### src/design/dpu_pkg.sv
// Shared types and constants for the depth pixel unprojection block.
// Holds the configuration register layout, register indexes and reset values.
// No dependencies; every other design file imports this package.
package dpu_pkg;

  localparam int unsigned DEPTH_W    = 16;
  localparam int unsigned Z_W        = 15;
  localparam int unsigned CENTER_W   = 14;
  localparam int unsigned RECIP_W    = 32;
  localparam int unsigned COORD_W    = 32;
  localparam int unsigned SIZE_W     = 11;
  localparam int unsigned POS_OUT_W  = 10;
  localparam int unsigned CFG_IDX_W  = 3;
  localparam int unsigned CFG_DATA_W = 32;
  localparam int unsigned QUEUE_DEPTH = 4;
  localparam int unsigned OUT_TDATA_W = 104;

  typedef enum logic [CFG_IDX_W-1:0] {
    CFG_FRAME_WIDTH  = 3'd0,
    CFG_FRAME_HEIGHT = 3'd1,
    CFG_MAX_DEPTH    = 3'd2,
    CFG_CENTER_X     = 3'd3,
    CFG_CENTER_Y     = 3'd4,
    CFG_RECIP_FX     = 3'd5,
    CFG_RECIP_FY     = 3'd6
  } cfg_idx_e;

  typedef struct packed {
    logic [SIZE_W-1:0]   frame_width;
    logic [SIZE_W-1:0]   frame_height;
    logic [Z_W-1:0]      max_depth;
    logic [CENTER_W-1:0] center_x;
    logic [CENTER_W-1:0] center_y;
    logic [RECIP_W-1:0]  recip_fx;
    logic [RECIP_W-1:0]  recip_fy;
  } cfg_t;

  localparam logic [SIZE_W-1:0]   RST_FRAME_WIDTH  = 11'd640;
  localparam logic [SIZE_W-1:0]   RST_FRAME_HEIGHT = 11'd480;
  localparam logic [Z_W-1:0]      RST_MAX_DEPTH    = 15'd10000;
  localparam logic [CENTER_W-1:0] RST_CENTER_X     = 14'd5120;
  localparam logic [CENTER_W-1:0] RST_CENTER_Y     = 14'd3840;
  localparam logic [RECIP_W-1:0]  RST_RECIP_F      = 32'd7469508;

endpackage

### src/design/dpu_fifo.sv
// Small queue between the front (position tracking) and the back (projection).
// Registers only; entry width is set by the instantiating module.
// Depends on dpu_pkg for the queue depth.
module dpu_fifo #(
  parameter int unsigned WIDTH = 37
) (
  input  logic             clk_i,
  input  logic             rst_ni,
  input  logic             push_i,
  input  logic [WIDTH-1:0] data_i,
  output logic             full_o,
  input  logic             pop_i,
  output logic             valid_o,
  output logic [WIDTH-1:0] data_o
);
  import dpu_pkg::*;

  localparam int unsigned DEPTH = QUEUE_DEPTH;
  localparam int unsigned AW    = $clog2(DEPTH);

  logic [WIDTH-1:0] mem_q [DEPTH];
  logic [AW-1:0]    wr_ptr_q, wr_ptr_d;
  logic [AW-1:0]    rd_ptr_q, rd_ptr_d;
  logic [AW:0]      count_q, count_d;
  logic             do_push, do_pop;

  assign full_o  = (count_q == (AW+1)'(DEPTH));
  assign valid_o = (count_q != '0);
  assign data_o  = mem_q[rd_ptr_q];
  assign do_push = push_i && !full_o;
  assign do_pop  = pop_i && valid_o;

  always_comb begin
    wr_ptr_d = do_push ? wr_ptr_q + 1'b1 : wr_ptr_q;
    rd_ptr_d = do_pop ? rd_ptr_q + 1'b1 : rd_ptr_q;
    count_d  = count_q;
    if (do_push && !do_pop) begin
      count_d = count_q + 1'b1;
    end else if (do_pop && !do_push) begin
      count_d = count_q - 1'b1;
    end
  end

  always_ff @(posedge clk_i or negedge rst_ni) begin
    if (!rst_ni) begin
      wr_ptr_q <= '0;
      rd_ptr_q <= '0;
      count_q  <= '0;
    end else begin
      wr_ptr_q <= wr_ptr_d;
      rd_ptr_q <= rd_ptr_d;
      count_q  <= count_d;
    end
  end

  always_ff @(posedge clk_i) begin
    if (do_push) begin
      mem_q[wr_ptr_q] <= data_i;
    end
  end

`ifndef SYNTHESIS
  a_count_bound: assert property (@(posedge clk_i) disable iff (!rst_ni)
    count_q <= (AW+1)'(DEPTH)) else $error("queue count above depth");
  a_no_overflow: assert property (@(posedge clk_i) disable iff (!rst_ni)
    push_i |-> !full_o) else $error("push into a full queue");
  a_no_underflow: assert property (@(posedge clk_i) disable iff (!rst_ni)
    pop_i |-> valid_o) else $error("pop from an empty queue");
`endif

endmodule

### config.mk
export PLATFORM = sky130hd
export DESIGN_NAME = dpu_fifo
export DESIGN_NICKNAME = d
export VERILOG_FILES = /design/src/design/dpu_pkg.sv /design/src/design/dpu_fifo.sv
export SDC_FILE = /design/constraint.sdc
export NUM_CORES = 1
export LEC_CHECK = 0
export ABC_CLOCK_PERIOD_IN_PS = 2900
export BUFFER_PORTS_ARGS = -buffer_cell sky130_fd_sc_hd__buf_4
export CAP_MARGIN = 5
export CORE_UTILIZATION = 42
export DETAILED_ROUTE_END_ITERATION = 12
export PLACE_DENSITY = 0.68
export SETUP_SLACK_MARGIN = 0.3
export SYNTH_ARGS = -nofsm -noshare
export SYNTH_HDL_FRONTEND = slang
export SYNTH_SLANG_ARGS = --single-unit
### constraint.sdc
create_clock -name clk_i -period 2.9 [get_ports clk_i]
set_clock_uncertainty 0.1 [all_clocks]
set_input_delay 0.145 -clock clk_i [delete_from_list [all_inputs] [get_ports clk_i]]
set_output_delay 0.145 -clock clk_i [all_outputs]
set_load 0.05 [all_outputs]
==> impl_metrics.ini <==
[timing]
maxSlewViolCount = 0
final-setup-viol-count = 0
fin_setup_tns_ns = 0
hold_violations = 0
slew-limit-headroom_pct = 66.30
timing.fmax_ghz = 0.4292
final.period_utilization_pct = 80.34
final.setup.worst_slack_ns = 0.5703
hold_ws_ns = 0.1172
rsz0062_at_grt = false
period_needed_ns = 2.330
worst_slew_pin_slew_ns = 0.5055

[worst_setup_path]
cp_cell_sequence = nor3b_2 -> nor2b_1 -> ha_1 -> inv_1 -> fa_1 -> xor2_1 -> nor2_1 -> xor2_1
worst_path_largest_cell_delay_ns = 0.40
crit_required_ns = 3.14
cp-start-kind = register
end_kind = register
criticalPathCategory = register to register
worstPathMaxFanout = 7
cp_common_cell = xor2_1
cp.arrival_ns = 2.57
slowest_stage = dfrtp_1
r2r_cells = 8

[clock_tree]
clkTransAtPathRegs_ns = 0.06
cts_max_level = 4
worstSkewPairLatency_ns = 0.42
cts-root-buf = clkbuf_16
cts_resized = 0
ctsLongestPathBuffers = 2
clock-sinks = 155
cts_buffers = 17
cts_tree = yes

[route]
first_pass_iters = 4
drtAntennaViolNets = 0
wl_um = 10190
avgRoutedWirePerCell_um = 18.29
dr_total_vias = 2754
drtIter0Drc = 231
drc_errors = 0
via_per_inst = 4.944

[finish]
nFillCells = 967
multi_input_area_um2 = 1059
final_common_cell = edfxtp_1
insertedDiodeCount = 0
drive_gt1_share_pct = 43.57
nets = 415
regArea_um2 = 4622
areaGrowthSynthToFinish_pct = 33.78
final_core_util_pct = 57.81
final_cell_mix = edfxtp_1, buf_4, dlygate4sd3_1

[place]
gp_congestion = 0.7045
numPortBuffers = 79
dpl_worst_slack_ns = 0.5970
dp_hpwl_um = 6462

[pwr]
p_clk_share_pct = 26.4
combPwrFrac_pct = 38.5
p_sw_mw = 3.210
cellInternalPower_mw = 5.767
switching_share_pct = 35.76
power_frac_seq_pct = 35.1
ir_worst_vdd_v = 0.0009339
total_power_mw = 8.977
leakage_nw = 2.703
powerDensity_nw_per_um2 = 1168

[floorplan]
rows = 42
die_h_um = 119.0
core_area_um2 = 13300
die_area_um2 = 14150
initial_core_util_pct = 43.21
die_w_um = 119.0
ios = 80

[synth]
synth_cells = 228
yosysWarningCount = 0
ys_seq_area_share_pct = 80.40
synth_cell_type_count = 20
synth_fp_nets = 275
ys_seq_elements = 155
syn-cell-area_um2 = 5746
synth_area_per_cell_um2 = 25.20

[min_path]
hold_path_class = primary input to register
whs_path_depth = 3

[global_routing]
grt_pass1_vias = 2924
grt_usage_pct = 15.63
grt.overflow.total = 0
antenna_found_initial = 0
grt_max_degree = 23
grt_pass1_wl_um = 15920

[status]
outcome = complete, no violations

[job]
cap_viol_max_count = 0
## cell families after synthesis
| family | synth area share, % |
|---|---|
| multiplexers | 14.90 |
| flip-flops | 80.40 |
| AND/OR/NAND/NOR | 1.089 |
| XOR/XNOR | 0.9146 |
| buffers and inverters | 1.263 |
| adder cells (fa/ha/maj) | 1.437 |
## area by class of cell
type	instances	share of cell area (%)
Multi-Input combinational cell	61	13.77
Tap cell	176	2.865
Timing Repair Buffer	130	14.65
Inverter	3	0.1465
Sequential cell	155	60.13
Clock buffer	17	5.535
Clock inverter	15	2.898
## path summary, 6_finish.rpt
kind	start	endpoint	slack (ns)
max	count_q[2]$_DFFE_PN0P_	count_q[2]$_DFFE_PN0P_	0.57
min	push_i	wr_ptr_q[0]$_DFFE_PN0P_	0.12
max in group asynchronous	rst_ni	rd_ptr_q[1]$_DFFE_PN0P_	1.84
min reg2reg	count_q[2]$_DFFE_PN0P_	count_q[2]$_DFFE_PN0P_	0.41
min in group asynchronous	rst_ni	count_q[1]$_DFFE_PN0P_	0.58
max reg2reg	count_q[2]$_DFFE_PN0P_	count_q[2]$_DFFE_PN0P_	0.57
## registers in the layout (all words and copies together), names as in the netlist
register and flops:
mem_q 148, count_q 3, rd_ptr_q 2, wr_ptr_q 2
## routing by layer
layer	GRT usage, %	wire length [µm]
met4	6.171	132
met1	21.46	4590
met5	0	0
met3	5.412	574
met2	22.99	4889
## synth_stat cells, drive strengths merged
cell type	instances	share of area, %
nand3	1	0.087
mux4	37	15
inv	3	0.20
nor2	1	0.065
xor2	2	0.30
xnor2	4	0.61
edfxtp	148	77
ha	5	1.1
mux2	2	0.39
buf	8	1.0
clkbuf	1	0.065
fa	1	0.35
and2	4	0.44
nor2b	1	0.11
or3	1	0.11
dfrtp	7	3.0
nor3b	1	0.22
nand2	1	0.065
## worst max-delay path, delay by kind of cell, from the launching register on
| family | cells | cell delay, ns |
|---|---|---|
| simple gates | 3 | 0.67 |
| fa+ha+maj | 2 | 0.67 |
| flops | 1 | 0.40 |
| xor+xnor | 2 | 0.34 |
| buf+inv | 1 | 0.07 |
## power groups by stage
stage / Clock [mW] / Sequential (mW) / Combinational (mW)
2_1_floorplan: 0 / 3.11 / 2.52
3_3_place_gp: 0 / 3.18 / 3.43
3_5_place_dp: 0 / 3.20 / 3.46
4_1_cts: 2.42 / 3.16 / 3.51
5_1_grt: 2.51 / 3.20 / 3.63
6_report: 2.37 / 3.15 / 3.45
## stage by stage
step | area, µm² | cells
6_report | 7686 | 557
5_1_grt | 7686 | 557
4_1_cts | 7686 | 557
3_5_place_dp | 6638 | 485
3_3_place_gp | 6638 | 485
2_1_floorplan | 5746 | 228
## repair_timing
item / in CTS / in global routing
hold endpoints to repair: 157 / 0
hold buffers: 40 / 0
setup endpoints to repair: 0 / 0
setup buffers: 0 / 0
(Power assumes the default switching activity.)
