### config.mk
export PLATFORM = sky130hd
export DESIGN_NAME = dpu_front
export DESIGN_NICKNAME = d
export VERILOG_FILES = /design/src/design/dpu_pkg.sv /design/src/design/dpu_front.sv
export SDC_FILE = /design/constraint.sdc
export NUM_CORES = 1
export LEC_CHECK = 0
export ABC_AREA = 1
export BUFFER_PORTS_ARGS = -buffer_cell sky130_fd_sc_hd__clkbuf_2
export CAP_MARGIN = 20
export CORE_UTILIZATION = 35
export DETAILED_ROUTE_END_ITERATION = 7
export PLACE_DENSITY = 0.79
export SETUP_SLACK_MARGIN = 0.05
export SYNTH_ARGS = -nofsm -noshare
export SYNTH_HDL_FRONTEND = slang
export SYNTH_SLANG_ARGS = --single-unit
### constraint.sdc
create_clock -name clk_i -period 3.16 [get_ports clk_i]
set_input_delay 0.316 -clock clk_i [delete_from_list [all_inputs] [get_ports clk_i]]
set_output_delay 0.316 -clock clk_i [all_outputs]
set_load 0.01 [all_outputs]
### src/design/dpu_pkg.sv
// Shared types and constants for the depth pixel unprojection block.
// Holds the configuration register layout, register indexes and reset values.
// No dependencies; every other design file imports this package.
package dpu_pkg;

  localparam int unsigned DEPTH_W    = 16;
  localparam int unsigned Z_W        = 15;
  localparam int unsigned CENTER_W   = 14;
  localparam int unsigned RECIP_W    = 32;
  localparam int unsigned COORD_W    = 32;
  localparam int unsigned SIZE_W     = 11;
  localparam int unsigned POS_OUT_W  = 10;
  localparam int unsigned CFG_IDX_W  = 3;
  localparam int unsigned CFG_DATA_W = 32;
  localparam int unsigned QUEUE_DEPTH = 4;
  localparam int unsigned OUT_TDATA_W = 104;

  typedef enum logic [CFG_IDX_W-1:0] {
    CFG_FRAME_WIDTH  = 3'd0,
    CFG_FRAME_HEIGHT = 3'd1,
    CFG_MAX_DEPTH    = 3'd2,
    CFG_CENTER_X     = 3'd3,
    CFG_CENTER_Y     = 3'd4,
    CFG_RECIP_FX     = 3'd5,
    CFG_RECIP_FY     = 3'd6
  } cfg_idx_e;

  typedef struct packed {
    logic [SIZE_W-1:0]   frame_width;
    logic [SIZE_W-1:0]   frame_height;
    logic [Z_W-1:0]      max_depth;
    logic [CENTER_W-1:0] center_x;
    logic [CENTER_W-1:0] center_y;
    logic [RECIP_W-1:0]  recip_fx;
    logic [RECIP_W-1:0]  recip_fy;
  } cfg_t;

  localparam logic [SIZE_W-1:0]   RST_FRAME_WIDTH  = 11'd640;
  localparam logic [SIZE_W-1:0]   RST_FRAME_HEIGHT = 11'd480;
  localparam logic [Z_W-1:0]      RST_MAX_DEPTH    = 15'd10000;
  localparam logic [CENTER_W-1:0] RST_CENTER_X     = 14'd5120;
  localparam logic [CENTER_W-1:0] RST_CENTER_Y     = 14'd3840;
  localparam logic [RECIP_W-1:0]  RST_RECIP_F      = 32'd7469508;

endpackage

### src/design/dpu_front.sv
// Front end: accepts depth beats, tracks column and row, classifies the depth
// against max_depth and pushes one entry per beat into the queue.
// Depends on dpu_pkg for the configuration struct.
module dpu_front #(
  parameter int unsigned MAX_WIDTH  = 1024,
  parameter int unsigned MAX_HEIGHT = 1024,
  parameter int unsigned EW         = 37
) (
  input  logic                       clk_i,
  input  logic                       rst_ni,
  input  dpu_pkg::cfg_t              cfg_i,
  input  logic                       s_valid_i,
  output logic                       s_ready_o,
  input  logic [dpu_pkg::DEPTH_W-1:0] s_depth_i,
  input  logic                       full_i,
  output logic                       push_o,
  output logic [EW-1:0]              entry_o
);
  import dpu_pkg::*;

  localparam int unsigned CW = $clog2(MAX_WIDTH);
  localparam int unsigned RW = $clog2(MAX_HEIGHT);

  logic [CW-1:0] col_q, col_d;
  logic [RW-1:0] row_q, row_d;
  logic [CW:0]   w_eff;
  logic [RW:0]   h_eff;
  logic          last_col, last_row, frame_end, in_range;
  logic [Z_W-1:0] mag;

  // Clamp the programmed frame size into 1..MAX.
  always_comb begin
    if (cfg_i.frame_width == '0) begin
      w_eff = (CW+1)'(1);
    end else if (cfg_i.frame_width > MAX_WIDTH) begin
      w_eff = (CW+1)'(MAX_WIDTH);
    end else begin
      w_eff = (CW+1)'(cfg_i.frame_width);
    end
    if (cfg_i.frame_height == '0) begin
      h_eff = (RW+1)'(1);
    end else if (cfg_i.frame_height > MAX_HEIGHT) begin
      h_eff = (RW+1)'(MAX_HEIGHT);
    end else begin
      h_eff = (RW+1)'(cfg_i.frame_height);
    end
  end

  assign last_col  = ({1'b0, col_q} + 1'b1) >= w_eff;
  assign last_row  = ({1'b0, row_q} + 1'b1) >= h_eff;
  assign frame_end = last_col && last_row;
  assign mag       = s_depth_i[Z_W-1:0];
  assign in_range  = !s_depth_i[DEPTH_W-1] && (mag != '0) && (mag < cfg_i.max_depth);

  assign s_ready_o = !full_i;
  assign push_o    = s_valid_i && !full_i;
  assign entry_o   = EW'({frame_end, in_range, mag, row_q, col_q});

  always_comb begin
    col_d = col_q;
    row_d = row_q;
    if (push_o) begin
      if (last_col) begin
        col_d = '0;
        row_d = last_row ? '0 : row_q + 1'b1;
      end else begin
        col_d = col_q + 1'b1;
      end
    end
  end

  always_ff @(posedge clk_i or negedge rst_ni) begin
    if (!rst_ni) begin
      col_q <= '0;
      row_q <= '0;
    end else begin
      col_q <= col_d;
      row_q <= row_d;
    end
  end

`ifndef SYNTHESIS
  a_col_bound: assert property (@(posedge clk_i) disable iff (!rst_ni)
    (CW+1)'(col_q) < (CW+1)'(MAX_WIDTH)) else $error("column counter out of range");
  a_row_bound: assert property (@(posedge clk_i) disable iff (!rst_ni)
    (RW+1)'(row_q) < (RW+1)'(MAX_HEIGHT)) else $error("row counter out of range");
  a_hold_idle: assert property (@(posedge clk_i) disable iff (!rst_ni)
    !push_o |=> ($stable(col_q) && $stable(row_q)))
    else $error("position moved without a beat");
`endif

endmodule

==> results of run 1 <==
==> worst max-delay path: stages, from the launching register on <==
cell                       delay [ps]
sky130_fd_sc_hd__dfrtp_1          400
sky130_fd_sc_hd__ha_2             210
sky130_fd_sc_hd__nand2_2           70
sky130_fd_sc_hd__nor2_4           130
sky130_fd_sc_hd__nand4_1          110
sky130_fd_sc_hd__or2_1            280
sky130_fd_sc_hd__nand2_1           90
sky130_fd_sc_hd__inv_2             60
sky130_fd_sc_hd__ha_4             260
sky130_fd_sc_hd__nand2_1           70
sky130_fd_sc_hd__nor2_2           110
sky130_fd_sc_hd__nand2_1           80
sky130_fd_sc_hd__nor2_1           100
sky130_fd_sc_hd__nor2_1            60
sky130_fd_sc_hd__nand2_2           80
sky130_fd_sc_hd__nand2_1           60
sky130_fd_sc_hd__inv_1             50
sky130_fd_sc_hd__clkbuf_2         120
==> power by group <==
group	switching [mW]	internal (mW)	total, mW
logic	0.336	0.253	0.589
clock network	0.0770	0.0846	0.162
registers	0.0610	0.298	0.359
total	0.474	0.636	1.11
==> cell families (layout without fill, tap and decap cells) <==
logic type      Yosys count  in the layout  share of synthesized area [%]
buf+inv                  83            169                           14.9
simple gates            229            229                           38.0
xor+xnor                 10             10                           3.44
flops                    20             20                           19.7
compound gates           24             24                           5.31
fa+ha+maj                38             38                           18.7
==> cell usage in the layout (no fill, tap or decap) <==
cell type,instances
sky130_fd_sc_hd__ha_1,36
sky130_fd_sc_hd__o21ai_0,5
sky130_fd_sc_hd__nor4_1,3
sky130_fd_sc_hd__nor2_1,40
sky130_fd_sc_hd__clkbuf_2,95
sky130_fd_sc_hd__nand2_1,144
sky130_fd_sc_hd__nand3b_1,1
sky130_fd_sc_hd__ha_2,1
sky130_fd_sc_hd__nor2_4,3
sky130_fd_sc_hd__a21o_1,2
sky130_fd_sc_hd__inv_1,61
sky130_fd_sc_hd__nor3_1,3
sky130_fd_sc_hd__inv_2,3
sky130_fd_sc_hd__dfrtp_1,19
sky130_fd_sc_hd__nor3_2,3
sky130_fd_sc_hd__o21ai_1,1
sky130_fd_sc_hd__xnor2_1,1
sky130_fd_sc_hd__nand2_2,8
sky130_fd_sc_hd__a21oi_1,12
sky130_fd_sc_hd__nand3_1,14
sky130_fd_sc_hd__clkbuf_8,3
sky130_fd_sc_hd__ha_4,1
sky130_fd_sc_hd__nor2_2,3
sky130_fd_sc_hd__o21bai_1,3
sky130_fd_sc_hd__buf_4,7
sky130_fd_sc_hd__nand4_1,2
sky130_fd_sc_hd__xor2_1,9
sky130_fd_sc_hd__dfrtp_2,1
sky130_fd_sc_hd__a21boi_1,1
sky130_fd_sc_hd__or2_1,5
==> stage by stage <==
stage	cell area, µm²	setup slack [ps]	hold slack [ps]
6_report	3120	274	18.1
5_1_grt	3120	34.2	61.3
4_1_cts	3050	127	39.9
3_5_place_dp	3010	427	306
3_3_place_gp	3010	483	303
2_1_floorplan	2540	664	20.4
==> registers in the layout (all words and copies together), names as in the netlist <==
name   flops
row_q     10
col_q     10
==> layer usage <==
| metal | wire length [µm] | part of all wire (%) |
|---|---|---|
| met5 | 0 | 0 |
| met1 | 2660 | 46 |
| met4 | 53 | 0.91 |
| met2 | 2810 | 48 |
| met3 | 298 | 5.1 |
==> cell type report <==
class,instances,area (µm²)
Inverter,64,240
Timing Repair Buffer,102,528
Tap cell,96,120
Multi-Input combinational cell,301,1690
Clock buffer,3,41.3
Fill cell,730,3780
Sequential cell,20,502
==> how the worst min path moves through the flow <==
stage                to    from  cells after the start  slack (ps)
2_1_floorplan  col_q[0]  rst_ni                      0          20
3_3_place_gp   row_q[9]  rst_ni                      1         300
3_5_place_dp   row_q[9]  rst_ni                      1         310
4_1_cts        col_q[1]  rst_ni                      1          40
5_1_grt        col_q[1]  rst_ni                      1          60
6_report       row_q[9]  rst_ni                      1          20
==> what timing repair did <==
| item | 4_1_cts | 5_1_grt |
|---|---|---|
| buffers inserted | 0 | 6 |
| resized for setup | 0 | 7 |
| setup endpoints to repair | 0 | 1 |
==> results.md, run 1 <==
* Outcome: completed
* Post-detailed-routing wire length at 5.83 mm
* Ranking of synthesized cells by instance count: sky130_fd_sc_hd__nand2_1, sky130_fd_sc_hd__inv_1, sky130_fd_sc_hd__nor2_1
* CTS Sinks at 20
* Fmax at 0.347 GHz
* DPL Wire Length at 5.04 mm
* Final RePlAce weighted congestion at 0.832
* Root buffer cell: sky130_fd_sc_hd__clkbuf_8
* R2r setup slk at 550 ps
* Accumulated negative setup slack at 0 ps
* Top FF cell, synth: sky130_fd_sc_hd__dfrtp_1
* Reg2reg path depth at 17
* LEAKAGE at 1.97 nW
* Met3 usage at 1.61%
* Final cycle utilization of the critical path at 91.3%
* DRC violations left at 0
* Seq/Total Area, Yosys at 19.7%
* Final instance count without filler cells at 586
* Most common cell in the synthesized netlist: sky130_fd_sc_hd__nand2_1
* Maximum fanout along the worst path at 4
* Synthesized net count at 591
* I/O pin count at 188
* Maximum level of the CTS H-tree at 1
* Clock slew at the register clock pins of the worst setup and hold paths at 70 ps
* End of the worst register-to-register path: col_q[7]
* Initial antenna violation count at 0
* WP data required at 2840 ps
* Total of max-cap violations at 0
* End point of the critical path: entry_o[36]
* Final Core Density at 45.2%
* Router iterations before antenna repair at 4
* Post-layout power at 1.11 mW
* Maximum number of pins on one net before global-route repair at 21
* Power per unit of standard cell area at 355 nW/µm²
* Critical Setup Path Class: register to output port
* Routed length per placed instance at 9.94 µm
* Cell type with the highest aggregate area in the netlist: sky130_fd_sc_hd__nand2_1
* Met2 Resource Use GR at 29.0%
* Antenna diode count at 0
* First DRT Iteration DRCs at 58
* Period minus WS final at 2890 ps
* Via-to-Cell Ratio at 4.53
* Total global-route track usage at 15.3%
* CTS max path bufs at 2
* Area added between synthesis and finish at 22.7%
* Post-CTS Hold Buffers at 0
* Global-route wire length before repair at 9.48 mm
* Num CTS Buffers at 3
* Row count at 30
* Proportion of layout cells with a drive suffix above 1 at 26.1%
* Kind of end point of the critical path: output port
* Average cell area after synthesis at 6.30 µm²
* Post-synthesis instance total at 404
* Fraction of post-synthesis cell area in the top cell type by area at 21.4%
* Remaining max-slew budget at the tightest pin at 65.6%
* GRT overflow at 0
* Routed Antenna Nets at 0
* Chip width at 87.3 µm
* Count of distinct cell types in the synthesized netlist at 26
* Number of endpoints with negative hold slack in the final report at 0
* Number of nets in the final layout at 679
* Path class of the lowest-slack min-delay path: input pin to async pin
* Worst path arrival time at 2570 ps
* Die outline height at 87.3 µm
* Worst Tran Pin Value at 515 ps
* Largest clock skew in the final design at 1.04 ps
* FFs w/ async S/R, synth at 100%
* RR Startpoint: col_q[0]
* Worst-Skew Late Latency at 250 ps
* Worst ir drop on vdd at 0.220 mV
* Post-Synthesis Cell Area at 2540 µm²
* Number of placed instances, taps included at 577
* Starting utilization of the core area at 36.8%
* Buffers on Ports at 95
* Met1 GRT Util at 18.4%
* Vias in the first global route at 2302
* Count of state elements after synthesis at 20
* Full die area at 7620 µm²
* Total number of vias at 2652
* Synthesis warning total at 0
* Kind of start point of the critical path: register
* Count of flip-flops with a built-in enable after synthesis at 0
* Count of final max-slew check failures at 0
* Most crowded layer after global routing: met2
* TritonCTS clock tree: done
* Crit path launch: col_q[0]
* Cell types with the largest area share after synthesis: sky130_fd_sc_hd__nand2_1, sky130_fd_sc_hd__dfrtp_1, sky130_fd_sc_hd__ha_1
* Core Box Area at 6910 µm²
* Final setup violation count at 0
* Setup repair after global routing missed its margin: false
No activity file was read; power rests on OpenSTA's default activity.
==> run 2: changes to the inputs <==
--- a/config.mk
+++ b/config.mk
@@ -11,6 +11,7 @@
 export CORE_UTILIZATION = 35
 export DETAILED_ROUTE_END_ITERATION = 7
 export PLACE_DENSITY = 0.79
+export RECOVER_POWER = 100
 export SETUP_SLACK_MARGIN = 0.05
 export SYNTH_ARGS = -nofsm -noshare
 export SYNTH_HDL_FRONTEND = slang
==> run 2 against run 1 <==
Against the previous run:
- setup slack lost 13 ps
- highest routed layer unchanged
- final cell count is the same
- global-route usage is the same
==> results.md, run 2 (synthesized netlist as in run 1, its figures left out) <==
* Outcome: completed
* Post-layout power at 1.09 mW
* Full die area at 7620 µm²
* Final worst setup slack at 261 ps
* Final instance count without filler cells at 586
* Count of final max-slew check failures at 0
* WP data required at 2840 ps
* Fmax at 0.345 GHz
* Number of endpoints with negative hold slack in the final report at 0
* TritonCTS clock tree: done
* Final Core Density at 44.4%
* Final cycle utilization of the critical path at 91.7%
* Most common cell after layout, fill and taps aside: sky130_fd_sc_hd__nand2_1
* Buffers on Ports at 95
* Worst Tran Pin Value at 1070 ps
* Worst path arrival time at 2580 ps
* Commonest cells after routing, fill and taps aside: sky130_fd_sc_hd__nand2_1, sky130_fd_sc_hd__inv_1, sky130_fd_sc_hd__clkbuf_2, sky130_fd_sc_hd__nor2_1, sky130_fd_sc_hd__clkbuf_1
* DPL Wire Length at 5.04 mm
* Core Box Area at 6910 µm²
* Critical Setup Path Class: register to output port
* Chip width at 87.3 µm
* Hold slack at 237 ps
* Starting utilization of the core area at 36.8%
* Final cell area excluding filler cells at 3070 µm²
* Largest clock skew in the final design at 1.42 ps
* Vias in the first global route at 2302
* Final setup violation count at 0
* Via-to-Cell Ratio at 4.50
* Routed Antenna Nets at 0
* Maximum level of the CTS H-tree at 1
* DRC violations left at 0
* Initial antenna violation count at 0
* Kind of start point of the critical path: register
* GRT overflow at 0
* Total global-route track usage at 15.3%
* Routed length per placed instance at 10.0 µm
* Path class of the lowest-slack min-delay path: input pin to async pin
* Total of max-cap violations at 0
* Worst ir drop on vdd at 0.205 mV
* Period minus WS final at 2900 ps
* Setup repair after global routing missed its margin: false
* CTS max path bufs at 2
* First DRT Iteration DRCs at 56
* Root buffer cell: sky130_fd_sc_hd__clkbuf_8
* Post-placement setup slack at 427 ps
* Num CTS Buffers at 3
* Antenna diode count at 0
* Row count at 30
* CTS Sinks at 20
* Clock slew at the register clock pins of the worst setup and hold paths at 70 ps
* Kind of end point of the critical path: output port
* Largest registers: col_q: 10 flops, row_q: 10 flops
* Remaining max-slew budget at the tightest pin at 28.5%
* Accumulated negative setup slack at 0 ps
* Post-detailed-routing wire length at 5.86 mm
* Area added between synthesis and finish at 20.5%
* Global-route wire length before repair at 9.48 mm
* Power per unit of standard cell area at 357 nW/µm²
* Number of placed instances, taps included at 577
* Worst-Skew Late Latency at 250 ps
* Proportion of layout cells with a drive suffix above 1 at 18.0%
* I/O pin count at 188
* Number of nets in the final layout at 679
* Maximum number of pins on one net before global-route repair at 21
* Die outline height at 87.3 µm
* Total number of vias at 2637
* Maximum fanout along the worst path at 4
* LEAKAGE at 1.85 nW
* Post-detailed-placement cell area at 3010 µm²
* Router iterations before antenna repair at 4
* Final RePlAce weighted congestion at 0.832
==> run 2: cell counts in the layout (fill, tap and decap cells not counted) <==
No cell type changed its count.
==> run 2: layer usage <==
layer,vias up,GRT usage (%),part of all wire (%)
li1,1411,-,-
met1,1141,18.4,46
met2,79,29.0,48
met3,6,1.61,5.6
met4,0,3.43,0.90
met5,-,0,0
==> run 2: cell type report <==
class / instances / area [µm²]
clock buffer: 3 / 41.3
inverter: 64 / 240
fill: 752 / 3840
timing repair buffer: 102 / 480
sequential: 20 / 502
multi-input combinational: 301 / 1680
tap: 96 / 120
==> run 2: what timing repair did <==
item	4_1_cts	5_1_grt
buffers inserted	0	6
hold buffers	0	0
endpoints found under the setup margin	0	1
endpoints found under the hold margin	0	0
gates resized for setup	0	7
==> run 2: worst paths after layout <==
path	from	endpoint	slack (ps)	cells after the start
worst max-delay path	col_q[0]	entry_o[36]	260	17
worst min-delay path	rst_ni	row_q[8]	240	1
worst max register to register	col_q[0]	row_q[1]	340	16
worst min register to register	col_q[9]	col_q[9]	550	2
max in group asynchronous	rst_ni	row_q[0]	2200	1
min in group clk_i	col_q[9]	col_q[9]	550	2
==> run 2: critical path, stage by stage (launching register included) <==
cell and delay [ps]:
sky130_fd_sc_hd__dfrtp_1 400, sky130_fd_sc_hd__ha_1 200, sky130_fd_sc_hd__nand2_2 80, sky130_fd_sc_hd__nor2_4 130, sky130_fd_sc_hd__nand4_1 110, sky130_fd_sc_hd__or2_0 280
sky130_fd_sc_hd__nand2_1 100, sky130_fd_sc_hd__inv_2 60, sky130_fd_sc_hd__ha_4 260, sky130_fd_sc_hd__nand2_1 70, sky130_fd_sc_hd__nor2_2 110, sky130_fd_sc_hd__nand2_1 80
sky130_fd_sc_hd__nor2_1 100, sky130_fd_sc_hd__nor2_1 60, sky130_fd_sc_hd__nand2_2 80, sky130_fd_sc_hd__nand2_1 60, sky130_fd_sc_hd__inv_1 50, sky130_fd_sc_hd__clkbuf_2 120
==> run 2: power by group <==
part / internal (mW) / leakage (nW) / switching [mW] / total, mW
registers: 0.298 / 0.271 / 0.0602 / 0.359
logic: 0.238 / 1.55 / 0.334 / 0.573
clock network: 0.0846 / 0.0216 / 0.0771 / 0.162
